$ cat src/hw/rtl/mtps_pkg.sv
package mtps_pkg;

  localparam int COUNT_BITS_DEF = 10;
  localparam int NUM_TYPES_DEF  = 5;
  localparam int OUT_BITS       = 10;
  localparam int FIT_BITS       = 16;
  localparam int DRAW_BITS      = 16;
  localparam int IDX_BITS       = 3;

  localparam logic [FIT_BITS-1:0]  FIT_ONE  = 16'd16384;
  localparam logic [DRAW_BITS-1:0] HALF_Q16 = 16'd32768;

  // register indexes
  localparam logic [IDX_BITS-1:0] REG_FIT_A    = 3'd0;
  localparam logic [IDX_BITS-1:0] REG_FIT_B    = 3'd1;
  localparam logic [IDX_BITS-1:0] REG_FIT_DBL  = 3'd2;
  localparam logic [IDX_BITS-1:0] REG_MUT_RATE = 3'd3;
  localparam logic [IDX_BITS-1:0] REG_POP_SIZE = 3'd4;

  // outcome codes
  localparam logic [2:0] OC_RUNNING = 3'd0;
  localparam logic [2:0] OC_WILD    = 3'd1;
  localparam logic [2:0] OC_A_PURE  = 3'd2;
  localparam logic [2:0] OC_A_VIA   = 3'd3;
  localparam logic [2:0] OC_B_PURE  = 3'd4;
  localparam logic [2:0] OC_B_VIA   = 3'd5;

  // type indexes
  localparam logic [2:0] T_WILD = 3'd0;
  localparam logic [2:0] T_A    = 3'd1;
  localparam logic [2:0] T_B    = 3'd2;
  localparam logic [2:0] T_AB   = 3'd3;
  localparam logic [2:0] T_BA   = 3'd4;

  // sequencer to multiplier control
  typedef struct packed {
    logic load;
    logic [63:0] a;
    logic [15:0] b;
  } mul_req_t;

endpackage

$ cat src/hw/rtl/mtps_if.sv
interface mtps_in_if;
  logic        valid;
  logic        ready;
  logic        kind;
  logic        start_with_b;
  logic [15:0] draw_pair;
  logic [15:0] draw_mutate;
  logic [15:0] draw_wild_target;
  logic [15:0] draw_fixation;
  modport source (output valid, kind, start_with_b, draw_pair, draw_mutate,
                  draw_wild_target, draw_fixation, input ready);
  modport sink (input valid, kind, start_with_b, draw_pair, draw_mutate,
                draw_wild_target, draw_fixation, output ready);
endinterface

interface mtps_out_if;
  logic        valid;
  logic        ready;
  logic [9:0]  count_wild;
  logic [9:0]  count_a;
  logic [9:0]  count_b;
  logic [9:0]  count_ab;
  logic [9:0]  count_ba;
  logic        run_done;
  logic [2:0]  outcome;
  modport source (output valid, count_wild, count_a, count_b, count_ab, count_ba,
                  run_done, outcome, input ready);
  modport sink (input valid, count_wild, count_a, count_b, count_ab, count_ba,
                run_done, outcome, output ready);
endinterface

interface mtps_cfg_if;
  logic        valid;
  logic        ready;
  logic [2:0]  index;
  logic [15:0] data;
  modport source (output valid, index, data, input ready);
  modport sink (input valid, index, data, output ready);
endinterface

$ cat src/hw/rtl/moran_two_path_step_unit.sv
// Moran birth-death step unit over five types (wild, A, B, AB, BA). One item
// is taken at a time; ready stays low until its result is transferred. A start
// item, or a step with no active run, goes straight to the output state, which
// then raises valid for its result. A step item scans twenty ordered type pairs
// through one shared 64x16 multiplier: 20 weight products to form the total,
// then 2 products per pair to compare the draw against the running sum, the
// death, birth and fixation-check update phases, plus one fixation compare when
// only AB and BA remain; the scan stops early when the pair is found.
// Configuration is taken only between items, while the block is idle.
module moran_two_path_step_unit #(
  parameter int COUNT_BITS = mtps_pkg::COUNT_BITS_DEF,
  parameter int NUM_TYPES  = mtps_pkg::NUM_TYPES_DEF
) (
  input  logic     clk,
  input  logic     rst,
  mtps_in_if.sink  in_ch,
  mtps_out_if.source out_ch,
  mtps_cfg_if.sink cfg
);

  localparam logic [COUNT_BITS-1:0] CMAX = {COUNT_BITS{1'b1}};
  localparam int TB = 3;
  localparam int CW = 2 * COUNT_BITS;

  typedef enum logic [6:0] {
    S_IDLE  = 7'b0000001,
    S_TOTAL = 7'b0000010,
    S_MULT  = 7'b0000100,
    S_CMP   = 7'b0001000,
    S_APPLY = 7'b0010000,
    S_FIX   = 7'b0100000,
    S_OUT   = 7'b1000000
  } state_t;

  state_t state;

  logic [15:0] fitness_a, fitness_b, fitness_double, mutation_rate;
  logic [9:0]  population_size;
  logic [COUNT_BITS-1:0] cnt [NUM_TYPES];
  logic run_finished;

  logic        kind_r;
  logic [15:0] d_pair, d_mut, d_wild, d_fix;

  logic [TB-1:0] pi, pj;
  logic [TB-1:0] rep, die;
  logic [1:0]    phase;
  logic [63:0]   total, sum, weight;
  logic          ovalid;
  logic [2:0]    oc_r;

  mtps_pkg::mul_req_t req;
  logic [79:0] prod;
  logic        mdone;

  mtps_mul u_mul (.clk(clk), .rst(rst), .req(req), .prod(prod), .done(mdone));

  // effective population size
  logic [COUNT_BITS-1:0] n_eff;
  always_comb begin
    if (population_size < 10'd2) n_eff = COUNT_BITS'(2);
    else if ({6'd0, population_size} > 16'(CMAX)) n_eff = CMAX;
    else n_eff = COUNT_BITS'(population_size);
  end

  function automatic logic [15:0] fit_of(input logic [TB-1:0] t,
                                         input logic [15:0] fa, fb, fd);
    case (t)
      mtps_pkg::T_WILD: fit_of = mtps_pkg::FIT_ONE;
      mtps_pkg::T_A:    fit_of = fa;
      mtps_pkg::T_B:    fit_of = fb;
      default:          fit_of = fd;
    endcase
  endfunction

  // outcome from counts
  logic [2:0] oc_now;
  logic [COUNT_BITS:0] s_a, s_b;
  always_comb begin
    s_a = {1'b0, cnt[1]} + {1'b0, cnt[3]};
    s_b = {1'b0, cnt[2]} + {1'b0, cnt[4]};
    if (cnt[0] == n_eff) oc_now = mtps_pkg::OC_WILD;
    else if (s_a == {1'b0, n_eff})
      oc_now = (cnt[1] == n_eff) ? mtps_pkg::OC_A_PURE : mtps_pkg::OC_A_VIA;
    else if (s_b == {1'b0, n_eff})
      oc_now = (cnt[2] == n_eff) ? mtps_pkg::OC_B_PURE : mtps_pkg::OC_B_VIA;
    else oc_now = mtps_pkg::OC_RUNNING;
  end

  // pair walk: j inner skipping i == j
  logic [TB-1:0] nj, ni;
  logic          last_pair;
  always_comb begin
    ni = pi;
    nj = pj + TB'(1);
    if (nj == pi) nj = nj + TB'(1);
    if (nj >= TB'(NUM_TYPES)) begin
      ni = pi + TB'(1);
      nj = (ni == '0) ? TB'(1) : '0;
    end
    last_pair = (ni >= TB'(NUM_TYPES));
  end

  assign in_ch.ready = (state == S_IDLE);
  assign cfg.ready   = (state == S_IDLE);

  // configuration writes
  always_ff @(posedge clk) begin
    if (rst) begin
      fitness_a       <= 16'd16384;
      fitness_b       <= 16'd16384;
      fitness_double  <= 16'd16384;
      mutation_rate   <= 16'd0;
      population_size <= 10'd10;
    end else if (cfg.valid && cfg.ready) begin
      case (cfg.index)
        mtps_pkg::REG_FIT_A:    fitness_a       <= cfg.data;
        mtps_pkg::REG_FIT_B:    fitness_b       <= cfg.data;
        mtps_pkg::REG_FIT_DBL:  fitness_double  <= cfg.data;
        mtps_pkg::REG_MUT_RATE: mutation_rate   <= cfg.data;
        mtps_pkg::REG_POP_SIZE: population_size <= cfg.data[9:0];
        default: ;
      endcase
    end
  end

  logic [TB-1:0] btype;
  logic          mut_hit;

  // sequencer
  always_ff @(posedge clk) begin
    if (rst) begin
      state        <= S_IDLE;
      run_finished <= 1'b1;
      ovalid       <= 1'b0;
      req.load     <= 1'b0;
      for (int t = 0; t < NUM_TYPES; t++) cnt[t] <= '0;
    end else begin
      req.load <= 1'b0;
      case (state)
        S_IDLE: begin
          if (in_ch.valid) begin
            kind_r <= in_ch.kind;
            d_pair <= in_ch.draw_pair;
            d_mut  <= in_ch.draw_mutate;
            d_wild <= in_ch.draw_wild_target;
            d_fix  <= in_ch.draw_fixation;
            if (!in_ch.kind) begin
              cnt[0] <= n_eff - COUNT_BITS'(1);
              cnt[1] <= in_ch.start_with_b ? '0 : COUNT_BITS'(1);
              cnt[2] <= in_ch.start_with_b ? COUNT_BITS'(1) : '0;
              cnt[3] <= '0;
              cnt[4] <= '0;
              run_finished <= 1'b0;
              state <= S_OUT;
            end else if (run_finished) begin
              state <= S_OUT;
            end else begin
              pi <= '0; pj <= TB'(1);
              total <= '0; sum <= '0; phase <= 2'd0;
              rep <= TB'(NUM_TYPES - 1); die <= TB'(NUM_TYPES - 2);
              req.load <= 1'b1;
              req.a <= 64'(CW'(cnt[0]) * CW'(cnt[1]));
              req.b <= mtps_pkg::FIT_ONE;
              state <= S_TOTAL;
            end
          end
        end
        // total weight: one product per pair
        S_TOTAL: begin
          if (mdone) begin
            total <= total + prod[63:0];
            if (last_pair) begin
              pi <= '0; pj <= TB'(1);
              req.load <= 1'b1;
              req.a <= 64'(CW'(cnt[0]) * CW'(cnt[1]));
              req.b <= mtps_pkg::FIT_ONE;
              state <= S_MULT;
            end else begin
              pi <= ni; pj <= nj;
              req.load <= 1'b1;
              req.a <= 64'(CW'(cnt[ni]) * CW'(cnt[nj]));
              req.b <= fit_of(ni, fitness_a, fitness_b, fitness_double);
            end
          end
        end
        // pair weight, then draw times total
        S_MULT: begin
          if (mdone) begin
            weight   <= prod[63:0];
            req.load <= 1'b1;
            req.a    <= total;
            req.b    <= d_pair;
            state    <= S_CMP;
          end
        end
        S_CMP: begin
          if (mdone) begin
            if (prod < {sum + weight, 16'd0}) begin
              rep <= pi; die <= pj;
              state <= S_APPLY;
            end else if (last_pair) begin
              state <= S_APPLY;
            end else begin
              sum <= sum + weight;
              pi <= ni; pj <= nj;
              req.load <= 1'b1;
              req.a <= 64'(CW'(cnt[ni]) * CW'(cnt[nj]));
              req.b <= fit_of(ni, fitness_a, fitness_b, fitness_double);
              state <= S_MULT;
            end
          end
        end
        // death and birth
        S_APPLY: begin
          if (phase == 2'd0) begin
            if (cnt[die] == '0) begin
              state <= S_OUT;
            end else begin
              cnt[die] <= cnt[die] - COUNT_BITS'(1);
              phase <= 2'd1;
            end
          end else if (phase == 2'd1) begin
            if (cnt[btype] != CMAX) cnt[btype] <= cnt[btype] + COUNT_BITS'(1);
            phase <= 2'd2;
          end else begin
            if (cnt[0] == '0 && cnt[1] == '0 && cnt[2] == '0 &&
                cnt[3] != '0 && cnt[4] != '0) begin
              req.load <= 1'b1;
              req.a <= 64'(n_eff);
              req.b <= d_fix;
              state <= S_FIX;
            end else begin
              state <= S_OUT;
            end
          end
        end
        S_FIX: begin
          if (mdone) begin
            if (prod < {48'd0, 16'(cnt[3]), 16'd0}) begin
              cnt[3] <= n_eff; cnt[4] <= '0;
            end else begin
              cnt[3] <= '0; cnt[4] <= n_eff;
            end
            state <= S_OUT;
          end
        end
        S_OUT: begin
          if (!ovalid) begin
            if (kind_r && oc_now != mtps_pkg::OC_RUNNING) run_finished <= 1'b1;
            ovalid <= 1'b1;
            oc_r   <= oc_now;
          end else if (out_ch.ready) begin
            ovalid <= 1'b0;
            state  <= S_IDLE;
          end
        end
        default: state <= S_IDLE;
      endcase
    end
  end

  // offspring type including mutation
  always_comb begin
    mut_hit = (d_mut < mutation_rate) && (rep < TB'(3));
    btype = rep;
    if (mut_hit) begin
      if (rep == mtps_pkg::T_A) btype = mtps_pkg::T_AB;
      else if (rep == mtps_pkg::T_B) btype = mtps_pkg::T_BA;
      else btype = (d_wild < mtps_pkg::HALF_Q16) ? mtps_pkg::T_B : mtps_pkg::T_A;
    end
  end

  // result outputs
  assign out_ch.valid      = ovalid;
  assign out_ch.count_wild = 10'(cnt[0]);
  assign out_ch.count_a    = 10'(cnt[1]);
  assign out_ch.count_b    = 10'(cnt[2]);
  assign out_ch.count_ab   = 10'(cnt[3]);
  assign out_ch.count_ba   = 10'(cnt[4]);
  assign out_ch.run_done   = run_finished;
  assign out_ch.outcome    = oc_r;

  // checks
  a_ready_idle: assert property (@(posedge clk) disable iff (rst)
    out_ch.valid |-> !in_ch.ready) else $error("ready while result pending");
  a_done_oc: assert property (@(posedge clk) disable iff (rst)
    (out_ch.valid && out_ch.outcome != mtps_pkg::OC_RUNNING) |-> out_ch.run_done)
    else $error("outcome without run_done");
  a_accept_leave: assert property (@(posedge clk) disable iff (rst)
    (in_ch.valid && in_ch.ready) |=> state != S_IDLE)
    else $error("item lost");

endmodule

$ cat src/hw/rtl/mtps_mul.sv
// shared multiplier: 64 x 16 product done as four 16 x 16 partial products
module mtps_mul (
  input  logic              clk,
  input  logic              rst,
  input  mtps_pkg::mul_req_t req,
  output logic [79:0]       prod,
  output logic              done
);

  logic [63:0] a;
  logic [15:0] b;
  logic [1:0]  step;
  logic        busy;
  logic [15:0] a_part;
  logic [31:0] pp;

  always_comb begin
    case (step)
      2'd0:    a_part = a[15:0];
      2'd1:    a_part = a[31:16];
      2'd2:    a_part = a[47:32];
      default: a_part = a[63:48];
    endcase
  end

  assign pp = a_part * b;

  // one partial product a cycle, accumulated at its weight
  always_ff @(posedge clk) begin
    if (rst) begin
      busy <= 1'b0;
      done <= 1'b0;
      step <= 2'd0;
    end else begin
      done <= 1'b0;
      if (req.load) begin
        busy <= 1'b1;
        step <= 2'd0;
        a    <= req.a;
        b    <= req.b;
        prod <= '0;
      end else if (busy) begin
        prod <= prod + ({48'd0, pp} << {step, 4'd0});
        step <= step + 2'd1;
        if (step == 2'd3) begin
          busy <= 1'b0;
          done <= 1'b1;
        end
      end
    end
  end

endmodule
$ cat src/flat_wrapper.sv
// flat-port wrapper written by rule: the top's interface ports become plain ports
module moran_two_path_step_unit_flat 
#(
  parameter int COUNT_BITS = mtps_pkg::COUNT_BITS_DEF,
  parameter int NUM_TYPES  = mtps_pkg::NUM_TYPES_DEF
)
  (clk, rst, in_ch_valid, in_ch_kind, in_ch_start_with_b, in_ch_draw_pair, in_ch_draw_mutate, in_ch_draw_wild_target, in_ch_draw_fixation, in_ch_ready, out_ch_valid, out_ch_count_wild, out_ch_count_a, out_ch_count_b, out_ch_count_ab, out_ch_count_ba, out_ch_run_done, out_ch_outcome, out_ch_ready, cfg_valid, cfg_index, cfg_data, cfg_ready);
  mtps_in_if in_ch_i ();
  mtps_out_if out_ch_i ();
  mtps_cfg_if cfg_i ();
  input  logic clk;
  input  logic rst;
  input wire logic [$bits(in_ch_i.valid)-1:0] in_ch_valid;
  input wire logic [$bits(in_ch_i.kind)-1:0] in_ch_kind;
  input wire logic [$bits(in_ch_i.start_with_b)-1:0] in_ch_start_with_b;
  input wire logic [$bits(in_ch_i.draw_pair)-1:0] in_ch_draw_pair;
  input wire logic [$bits(in_ch_i.draw_mutate)-1:0] in_ch_draw_mutate;
  input wire logic [$bits(in_ch_i.draw_wild_target)-1:0] in_ch_draw_wild_target;
  input wire logic [$bits(in_ch_i.draw_fixation)-1:0] in_ch_draw_fixation;
  output wire logic [$bits(in_ch_i.ready)-1:0] in_ch_ready;
  output wire logic [$bits(out_ch_i.valid)-1:0] out_ch_valid;
  output wire logic [$bits(out_ch_i.count_wild)-1:0] out_ch_count_wild;
  output wire logic [$bits(out_ch_i.count_a)-1:0] out_ch_count_a;
  output wire logic [$bits(out_ch_i.count_b)-1:0] out_ch_count_b;
  output wire logic [$bits(out_ch_i.count_ab)-1:0] out_ch_count_ab;
  output wire logic [$bits(out_ch_i.count_ba)-1:0] out_ch_count_ba;
  output wire logic [$bits(out_ch_i.run_done)-1:0] out_ch_run_done;
  output wire logic [$bits(out_ch_i.outcome)-1:0] out_ch_outcome;
  input wire logic [$bits(out_ch_i.ready)-1:0] out_ch_ready;
  input wire logic [$bits(cfg_i.valid)-1:0] cfg_valid;
  input wire logic [$bits(cfg_i.index)-1:0] cfg_index;
  input wire logic [$bits(cfg_i.data)-1:0] cfg_data;
  output wire logic [$bits(cfg_i.ready)-1:0] cfg_ready;
  assign in_ch_i.valid = in_ch_valid;
  assign in_ch_i.kind = in_ch_kind;
  assign in_ch_i.start_with_b = in_ch_start_with_b;
  assign in_ch_i.draw_pair = in_ch_draw_pair;
  assign in_ch_i.draw_mutate = in_ch_draw_mutate;
  assign in_ch_i.draw_wild_target = in_ch_draw_wild_target;
  assign in_ch_i.draw_fixation = in_ch_draw_fixation;
  assign in_ch_ready = in_ch_i.ready;
  assign out_ch_valid = out_ch_i.valid;
  assign out_ch_count_wild = out_ch_i.count_wild;
  assign out_ch_count_a = out_ch_i.count_a;
  assign out_ch_count_b = out_ch_i.count_b;
  assign out_ch_count_ab = out_ch_i.count_ab;
  assign out_ch_count_ba = out_ch_i.count_ba;
  assign out_ch_run_done = out_ch_i.run_done;
  assign out_ch_outcome = out_ch_i.outcome;
  assign out_ch_i.ready = out_ch_ready;
  assign cfg_i.valid = cfg_valid;
  assign cfg_i.index = cfg_index;
  assign cfg_i.data = cfg_data;
  assign cfg_ready = cfg_i.ready;
  moran_two_path_step_unit #(.COUNT_BITS(COUNT_BITS), .NUM_TYPES(NUM_TYPES)) u_core (.clk(clk), .rst(rst), .in_ch(in_ch_i), .out_ch(out_ch_i), .cfg(cfg_i));
endmodule
$ cat config.mk
export PLATFORM = sky130hd
export DESIGN_NAME = moran_two_path_step_unit_flat
export DESIGN_NICKNAME = d
export VERILOG_FILES = /design/src/hw/rtl/mtps_pkg.sv /design/src/hw/rtl/mtps_if.sv /design/src/hw/rtl/moran_two_path_step_unit.sv /design/src/hw/rtl/mtps_mul.sv /design/src/flat_wrapper.sv
export SDC_FILE = /design/constraint.sdc
export NUM_CORES = 2
export LEC_CHECK = 0
export ABC_AREA = 1
export BUFFER_PORTS_ARGS = -buffer_cell sky130_fd_sc_hd__buf_2
export CAP_MARGIN = 15
export CORE_MARGIN = 8
export CORE_UTILIZATION = 59
export CTS_CLUSTER_DIAMETER = 100
export DETAILED_ROUTE_END_ITERATION = 7
export HOLD_SLACK_MARGIN = 0.05
export PLACE_DENSITY = 0.89
export RECOVER_POWER = 50
export SYNTH_ARGS = -nofsm -noshare
export SYNTH_HDL_FRONTEND = slang
export SYNTH_SLANG_ARGS = --single-unit
export TNS_END_PERCENT = 1
$ cat constraint.sdc
create_clock -name clk -period 8.9 [get_ports clk]
set_input_delay 1.78 -clock clk [delete_from_list [all_inputs] [get_ports clk]]
set_output_delay 1.78 -clock clk [all_outputs]
set_load 0.005 [all_outputs]
Word-level counts from Yosys, hierarchy flattened
Memories as Yosys holds them, arrays and structs flattened. A register that Yosys moved wholly into a read port is not among the register bits.
Index checks and enable logic that the tools add are counted.
{"block": "op_classes", "n_reduce_logical": 48, "eq_ne": 49, "n_addsub": 12, "muxes": 150, "n_shift": 1, "n_bitwise": 12, "multipliers": 3, "order_cmp": 8}
{"cell": "81-bit 2-to-1 mux", "n": 11}
{"cell": "64-bit 2-to-1 mux", "n": 7}
{"cell": "81-bit case mux with 5 select lines", "n": 1}
{"cell": "64-bit case mux with 2 select lines", "n": 2}
{"cell": "64-bit adder", "n": 2}
{"cell": "10-bit 2-to-1 mux", "n": 12}
{"cell": "3-bit 2-to-1 mux", "n": 38}
{"cell": "7-bit 2-to-1 mux", "n": 15}
{"cell": "16-bit case mux with 3 select lines", "n": 2}
{"cell": "80-bit adder", "n": 1}
{"cell": "80-bit by 26-bit less-than comparator with 1-bit output", "n": 1}
{"cell": "80-bit less-than comparator", "n": 1}
{"cell": "80-bit 2-to-1 mux", "n": 1}
{"cell": "32-bit by 6-bit << shifter with 80-bit output", "n": 1}
{"cell": "7-bit case mux with 7 select lines", "n": 1}
{"cell": "1-bit 2-to-1 mux", "n": 45}
{"cell": "10-bit logical NOT", "n": 4}
{"cell": "10-bit by 10-bit multiplier with 20-bit output", "n": 2}
{"cell": "36-bit 2-to-1 mux", "n": 1}
{"cell": "16-bit by 16-bit multiplier with 32-bit output", "n": 1}
{"cell": "10-bit equality test", "n": 3}
{"cell": "2-bit inequality test (second input constant)", "n": 14}
{"cell": "10-bit by 10-bit adder with 11-bit output", "n": 2}
{"cell": "11-bit by 10-bit equality test with 1-bit output", "n": 2}
{"cell": "other kinds (54)", "n": 113}
{"block": "totals", "n_memories": 1, "elab_cells": 315, "inputBits": 90, "mem_bits_rw": 50, "out_inout_bits": 57, "regBits": 602}
{"memory": "u_core.cnt", "depth": 5, "width": 10, "read_ports": 9, "rd_clocked_by_memory_dff": 1, "wr": 5, "line": "moran_two_path_step_unit.sv:39", "source": "logic [COUNT_BITS-1:0] cnt [NUM_TYPES];"}

Depth between registers and ports, before layout
An unclocked memory read counts as a cell.
{"block": "depth", "depth_word": 15, "depth_mapped": 60, "mapped_depth_nobuf": 55}

Cells and area by module
Synthesis repeated with hierarchy kept, for this count alone.
{"block": "hier_totals", "hier_cells": 7979, "area_unflattened_um2": 61878.1}
{"module": "moran_two_path_step_unit", "instances": 1, "area_each_um2": 40468.8, "cells_each": 5083, "seq_area_each_um2": 14323.7}
{"module": "mtps_mul", "instances": 1, "area_each_um2": 21409.3, "cells_each": 2896, "seq_area_each_um2": 4884.7}

Worst setup path after synthesis
Ideal clock, no wire load.
{"block": "synth_timing", "path_type": "register -> register", "from": "register u_core.u_mul.step[1]", "to": "register u_core.u_mul.prod[73], data pin", "n_path_buf": 6, "t_arrival_ps": 9281, "setup_slack_ps": -634, "stages_incl_launch_ff": 53, "required_ps": 8647, "setup_time_ps": 253, "synth_period_minus_slack_ps": 9534, "path_cell_list": "dfxtp_1 > clkbuf_1 > inv_1 > clkbuf_1 > clkbuf_1 > ha_1 > clkbuf_1 > clkbuf_1 > a21oi_1 > nand3_1 > o21ai_0 > inv_1 > clkbuf_1 > nand2_1 > fa_1 > fa_1 > inv_1 > fa_1 > [... 17 more ...] > nor2_1 > ha_1 > nand2_1 > nor2_1 > inv_1 > nor2_1 > inv_1 > nor2_1 > nand3_1 > o21a_1 > o21ai_0 > a21oi_1 > inv_1 > nand3_1 > o2111ai_1 > nand2_1 > nand2_1 > nor2_1"}
{"block": "synth_between", "elab_chain_cells": 6, "elab_cells_between_ends": 8, "cone_classes": "add/sub (1); mul (1); eq/ne (2); shift (1); mux (2); reduce/logical (1)"}
{"item": "start: declaration", "line": "mtps_mul.sv:12", "source": "logic [1:0] step;"}
{"item": "start signal: assignment", "line": "mtps_mul.sv:44", "source": "step <= step + 2'd1;"}
{"item": "2-bit equality test (tied with other cells)", "line": "mtps_mul.sv:18", "source": "case (step)"}
{"item": "16-bit case mux with 3 select lines", "line": "mtps_mul.sv:18"}
{"item": "16-bit by 16-bit multiplier with 32-bit output", "line": "mtps_mul.sv:26", "source": "assign pp = a_part * b;"}
{"item": "32-bit by 6-bit << shifter with 80-bit output (*)", "line": "mtps_mul.sv:43", "source": "prod <= prod + ({48'd0, pp} << {step, 4'd0});"}
{"item": "80-bit adder (*)", "line": "mtps_mul.sv:43"}
{"item": "80-bit 2-to-1 mux (*)", "line": "mtps_mul.sv:42", "source": "end else if (busy) begin"}
{"item": "end signal: assignment", "line": "mtps_mul.sv:43"}
{"item": "end: declaration", "line": "mtps_mul.sv:6", "source": "output logic [79:0] prod,"}
Mark *: on every way between the ends. The rest lies on a longest branch, timed or not. The select of a mux whose other input is x is not followed.
A chain may end at the register's enable or synchronous reset.

Worst setup path after layout
{"block": "layout_timing", "from": "register u_core.u_mul.step[1]", "to": "register u_core.u_mul.prod[79], data pin"}
Same word-level chain as after synthesis.

==> impl_metrics.csv <==
group,metric,value,unit
global_route,grt_start_max_net_pins,81,
clock_network,clk_latency,0.74,ns
job,cap_viol_max_count,7,
worst_hold_path,worst_hold_check_path_type,"reg -> reg",
worst_setup_path,worstSetupPathType,"reg -> reg",
worst_setup_path,reg2reg_depth,43,
sta,period_minus_slack,9.63,ns
floorplanning,start_util,59.3,%
layout,total_area_of_multi_input_combinational_cells,37500,sq um
floorplanning,die_span_x,335,um
floorplanning,die_outline_area,112000,sq um
clock_network,clock_sink_count,670,
sta,worst_slack_on_hold_paths,0.404,ns
sta,timing.fmax,0.104,GHz
clock_network,cts.root.buffer_cell,"sky130_fd_sc_hd__clkbuf_16",
layout,ff_latch_area,19200,sq um
detailed_routing,detail_route.first_pass.iterations,8,
floorplanning,die_y,335,um
floorplanning,core_region_area,101000,sq um
layout,final_common_cell,"sky130_fd_sc_hd__nand2_1",
placed_design,place.detailed.instances,9550,
detailed_routing,detail-route-antenna-nets,0,
sta,finalHoldViolations,0,
sta,setup-violations-final,55,
placed_design,globalplace.congestion,1.08,
synth,netlist_area,60200,sq um
clock_network,tritoncts,"done",
global_route,grt_pass1_wl,339000,um
layout,instances_no_fill,9800,
detailed_routing,detail_routed_net_length_per_standard_cell,23.7,um
worst_setup_path,critPathLaunch,"u_core.u_mul.step[1]$_SDFFE_PP0P_",
run_status,failing_checks,"DRC, capacitance limit, slew limit, setup timing",
global_route,grt_remaining_overflow,0,
sta,tightest_slew,4.52,ns
run_status,outcome,"finished, violations left",
layout,final_layout_size_suffix_gt1_share,18.3,%
placed_design,place.detailed.hpwl,164000,um
sta,finClkSkew,0.0698,ns
layout,area_growth_syn_to_layout,20.9,%
synth,synth_cells,7586,
clock_network,cts_buffers,77,
placed_design,numPortBuffers,131,
worst_setup_path,timing.critical_path.slowest_cell_delay,0.62,ns
worst_setup_path,worstPathArrival,10.09,ns
synth,ys_types,68,
floorplanning,pin_count,147,
worst_setup_path,critPathCapture,"u_core.u_mul.prod[79]$_SDFFCE_PP0P_",
sta,final.setup.worst_slack,-0.731,ns
synth,synthDominantCellAreaShare,28.9,%
sta,period_share,108,%
detailed_routing,dr_total_vias,61373,
worst_setup_path,crit-reg2reg-launch,"u_core.u_mul.step[1]$_SDFFE_PP0P_",
detailed_routing,initialDrtViolationCount,8241,
sta,finalSetupTns,-19.72,ns
worst_setup_path,critical-path-slowest-cell,"sky130_fd_sc_hd__fa_2",
worst_setup_path,rr_endpoint,"u_core.u_mul.prod[79]$_SDFFCE_PP0P_",
synth,syn_nets,8535,
clock_network,ctsHtreeMaxLevel,3,
global_route,grt_antenna_before_repair,10,
global_route,grt_use_total,39.1,%
layout,layout_common_cells,"sky130_fd_sc_hd__nand2_1, sky130_fd_sc_hd__inv_1, sky130_fd_sc_hd__nor2_1, sky130_fd_sc_hd__buf_4, sky130_fd_sc_hd__a21oi_1",
detailed_routing,drc,38,
clock_network,clk_transition_reported_paths,0.07,ns
floorplanning,cell_row_count,117,
sta,grt_setup_unrepaired,"yes",
worst_setup_path,data_required_time_at_the_worst_endpoint,9.36,ns
synth,synthFlopType,"sky130_fd_sc_hd__edfxtp_1",
worst_setup_path,r2r_setup_slack,-0.73,ns
worst_setup_path,start_kind,"flip-flop",
layout,final_net_count,9309,
detailed_routing,via_per_inst,6.26,
worst_setup_path,worstSetupEndpointType,"flip-flop",
worst_setup_path,worst_path_most_repeated_cell,"sky130_fd_sc_hd__inv_1",
synth,yosysTopAreaCell,"sky130_fd_sc_hd__edfxtp_1",
global_route,number_of_global_route_vias_before_repair,59750,
synth,ffs_latches_synth,670,
clock_network,cts_max_path_buffers,3,
synth,synthesis.area_per_instance,7.93,sq um
worst_setup_path,worstPathMaxFanout,5,
sta,max-slew-margin-rel,-202,%
sta,slew_violations,404,
synth,synth.area.top_cells,"sky130_fd_sc_hd__edfxtp_1, sky130_fd_sc_hd__ha_1, sky130_fd_sc_hd__fa_1",
synth,postSynth.asyncResetShare,0,%
layout,nFillCells,7117,
synth,number_of_synthesized_flops_with_an_enable_pin,579,
synth,seq_area_frac_synth,31.9,%
synth,yosysWarnings,0,
detailed_routing,finalWirelength,233000,um
==> worst min-delay path by stage <==
stage / slack, ns / to / depth (start not counted) / startpoint
2_1_floorplan: 0.40 / u_core.u_mul.a[0]$_DFFE_PP_ / 0 / u_core.req[16]$_DFFE_PP_
3_3_place_gp: 0.40 / u_core.u_mul.a[59]$_DFFE_PP_ / 0 / u_core.req[75]$_DFFE_PP_
3_5_place_dp: 0.40 / u_core.u_mul.a[10]$_DFFE_PP_ / 0 / u_core.req[26]$_DFFE_PP_
4_1_cts: 0.40 / u_core.u_mul.a[8]$_DFFE_PP_ / 0 / u_core.req[24]$_DFFE_PP_
5_1_grt: 0.40 / u_core.u_mul.a[8]$_DFFE_PP_ / 0 / u_core.req[24]$_DFFE_PP_
6_report: 0.40 / u_core.u_mul.a[8]$_DFFE_PP_ / 0 / u_core.req[24]$_DFFE_PP_
==> metal layers <==
metal	wire, um	share of wire (%)	global-route usage [%]	vias to the layer above
li1	-	-	-	26767
met1	75000	32	44.0	28158
met2	100000	43	60.7	4822
met3	30200	13	11.5	1622
met4	27300	12	33.4	4
met5	31	0.013	0	-
==> layout make-up <==
type	instances	area share, %
Inverter	1313	6.82
Clock buffer	81	2.68
Antenna cell	9	0.0309
Multi-Input combinational cell	5395	51.5
Timing Repair Buffer	903	9.20
Sequential cell	670	26.4
Tap cell	1368	2.35
Clock inverter	61	1.00
==> flip-flops by register name, summed over array words and instances (netlist names), 10 cells and up, named ones only <==
signal,count
u_core.weight,64
u_core.mutation_rate,16
u_core.total,64
u_core.sum,64
u_core.population_size,10
u_core.d_mut,16
u_core.fitness_b,16
u_core.d_pair,16
u_core.cnt,80
u_core.d_fix,16
u_core.req,81
u_core.fitness_a,16
u_core.fitness_double,16
u_core.u_mul.b,16
u_core.u_mul.prod,80
u_core.u_mul.a,64
==> critical path: cells and delay by family, from the launching register on <==
kind,cells,cell delay [ns]
adder cells (fa/ha/maj),9,3.78
AO/OA/AOI/OAI,14,2.78
buffers and inverters,12,1.23
AND/OR/NAND/NOR,8,1.17
flip-flops,1,0.37
==> Yosys cell counts (22+ instances only) <==
| cell | n |
|---|---|
| sky130_fd_sc_hd__o21bai_1 | 23 |
| sky130_fd_sc_hd__xor2_1 | 101 |
| sky130_fd_sc_hd__nor4_1 | 41 |
| sky130_fd_sc_hd__inv_1 | 1268 |
| sky130_fd_sc_hd__nand4_1 | 59 |
| sky130_fd_sc_hd__a221oi_1 | 22 |
| sky130_fd_sc_hd__nand2_1 | 1337 |
| sky130_fd_sc_hd__o211ai_1 | 36 |
| sky130_fd_sc_hd__or2_2 | 31 |
| sky130_fd_sc_hd__a21oi_1 | 674 |
| sky130_fd_sc_hd__fa_1 | 323 |
| sky130_fd_sc_hd__o221ai_1 | 34 |
| sky130_fd_sc_hd__o21ai_0 | 470 |
| sky130_fd_sc_hd__a31oi_1 | 88 |
| sky130_fd_sc_hd__nor2_1 | 909 |
| sky130_fd_sc_hd__xnor2_1 | 72 |
| sky130_fd_sc_hd__inv_2 | 34 |
| sky130_fd_sc_hd__ha_1 | 536 |
| sky130_fd_sc_hd__dfxtp_1 | 91 |
| sky130_fd_sc_hd__nor3_1 | 83 |
| sky130_fd_sc_hd__o21a_1 | 62 |
| sky130_fd_sc_hd__nand3_1 | 251 |
| sky130_fd_sc_hd__edfxtp_1 | 579 |
| sky130_fd_sc_hd__clkbuf_1 | 162 |
| sky130_fd_sc_hd__a211oi_1 | 66 |
==> repair_timing <==
action	4_1_cts	5_1_grt
hold endpoints to repair	0	0
resized for setup	409	209
setup buffers	74	29
hold buffers	0	0
pin swaps	181	126
setup endpoints to repair	62	70
cloned	2	0
==> cells by family (layout without fill, tap and decap cells) <==
kind of cell               after synthesis  in the layout  share of synthesized area, %
adders and majority gates              859            859                          21.9
other                                    0              9                             0
and+or+nand+nor                       2766           2766                          18.9
xor gates and xnor gates               173            173                          2.52
AOI/OAI and AO/OA                     1595           1595                          15.1
muxes                                    2              2                        0.0333
DFF                                    670            670                          31.9
buffers and inverters                 1521           2358                          9.62
==> stage by stage <==
| step | cell area, sq um | setup WS (ns) | utilization [%] |
|---|---|---|---|
| finish | 72800 | -0.731 | 71.7 |
| global route | 72800 | -0.908 | 71.7 |
| CTS | 71800 | -0.0704 | 70.8 |
| detailed placement | 66900 | -1.07 | 66.0 |
| global placement | 66900 | -0.844 | 66.0 |
| floorplan | 60300 | 0.000288 | - |
Power is not shown: default switching activity piles up to over one toggle a cycle in this logic, so the estimate is an artifact.
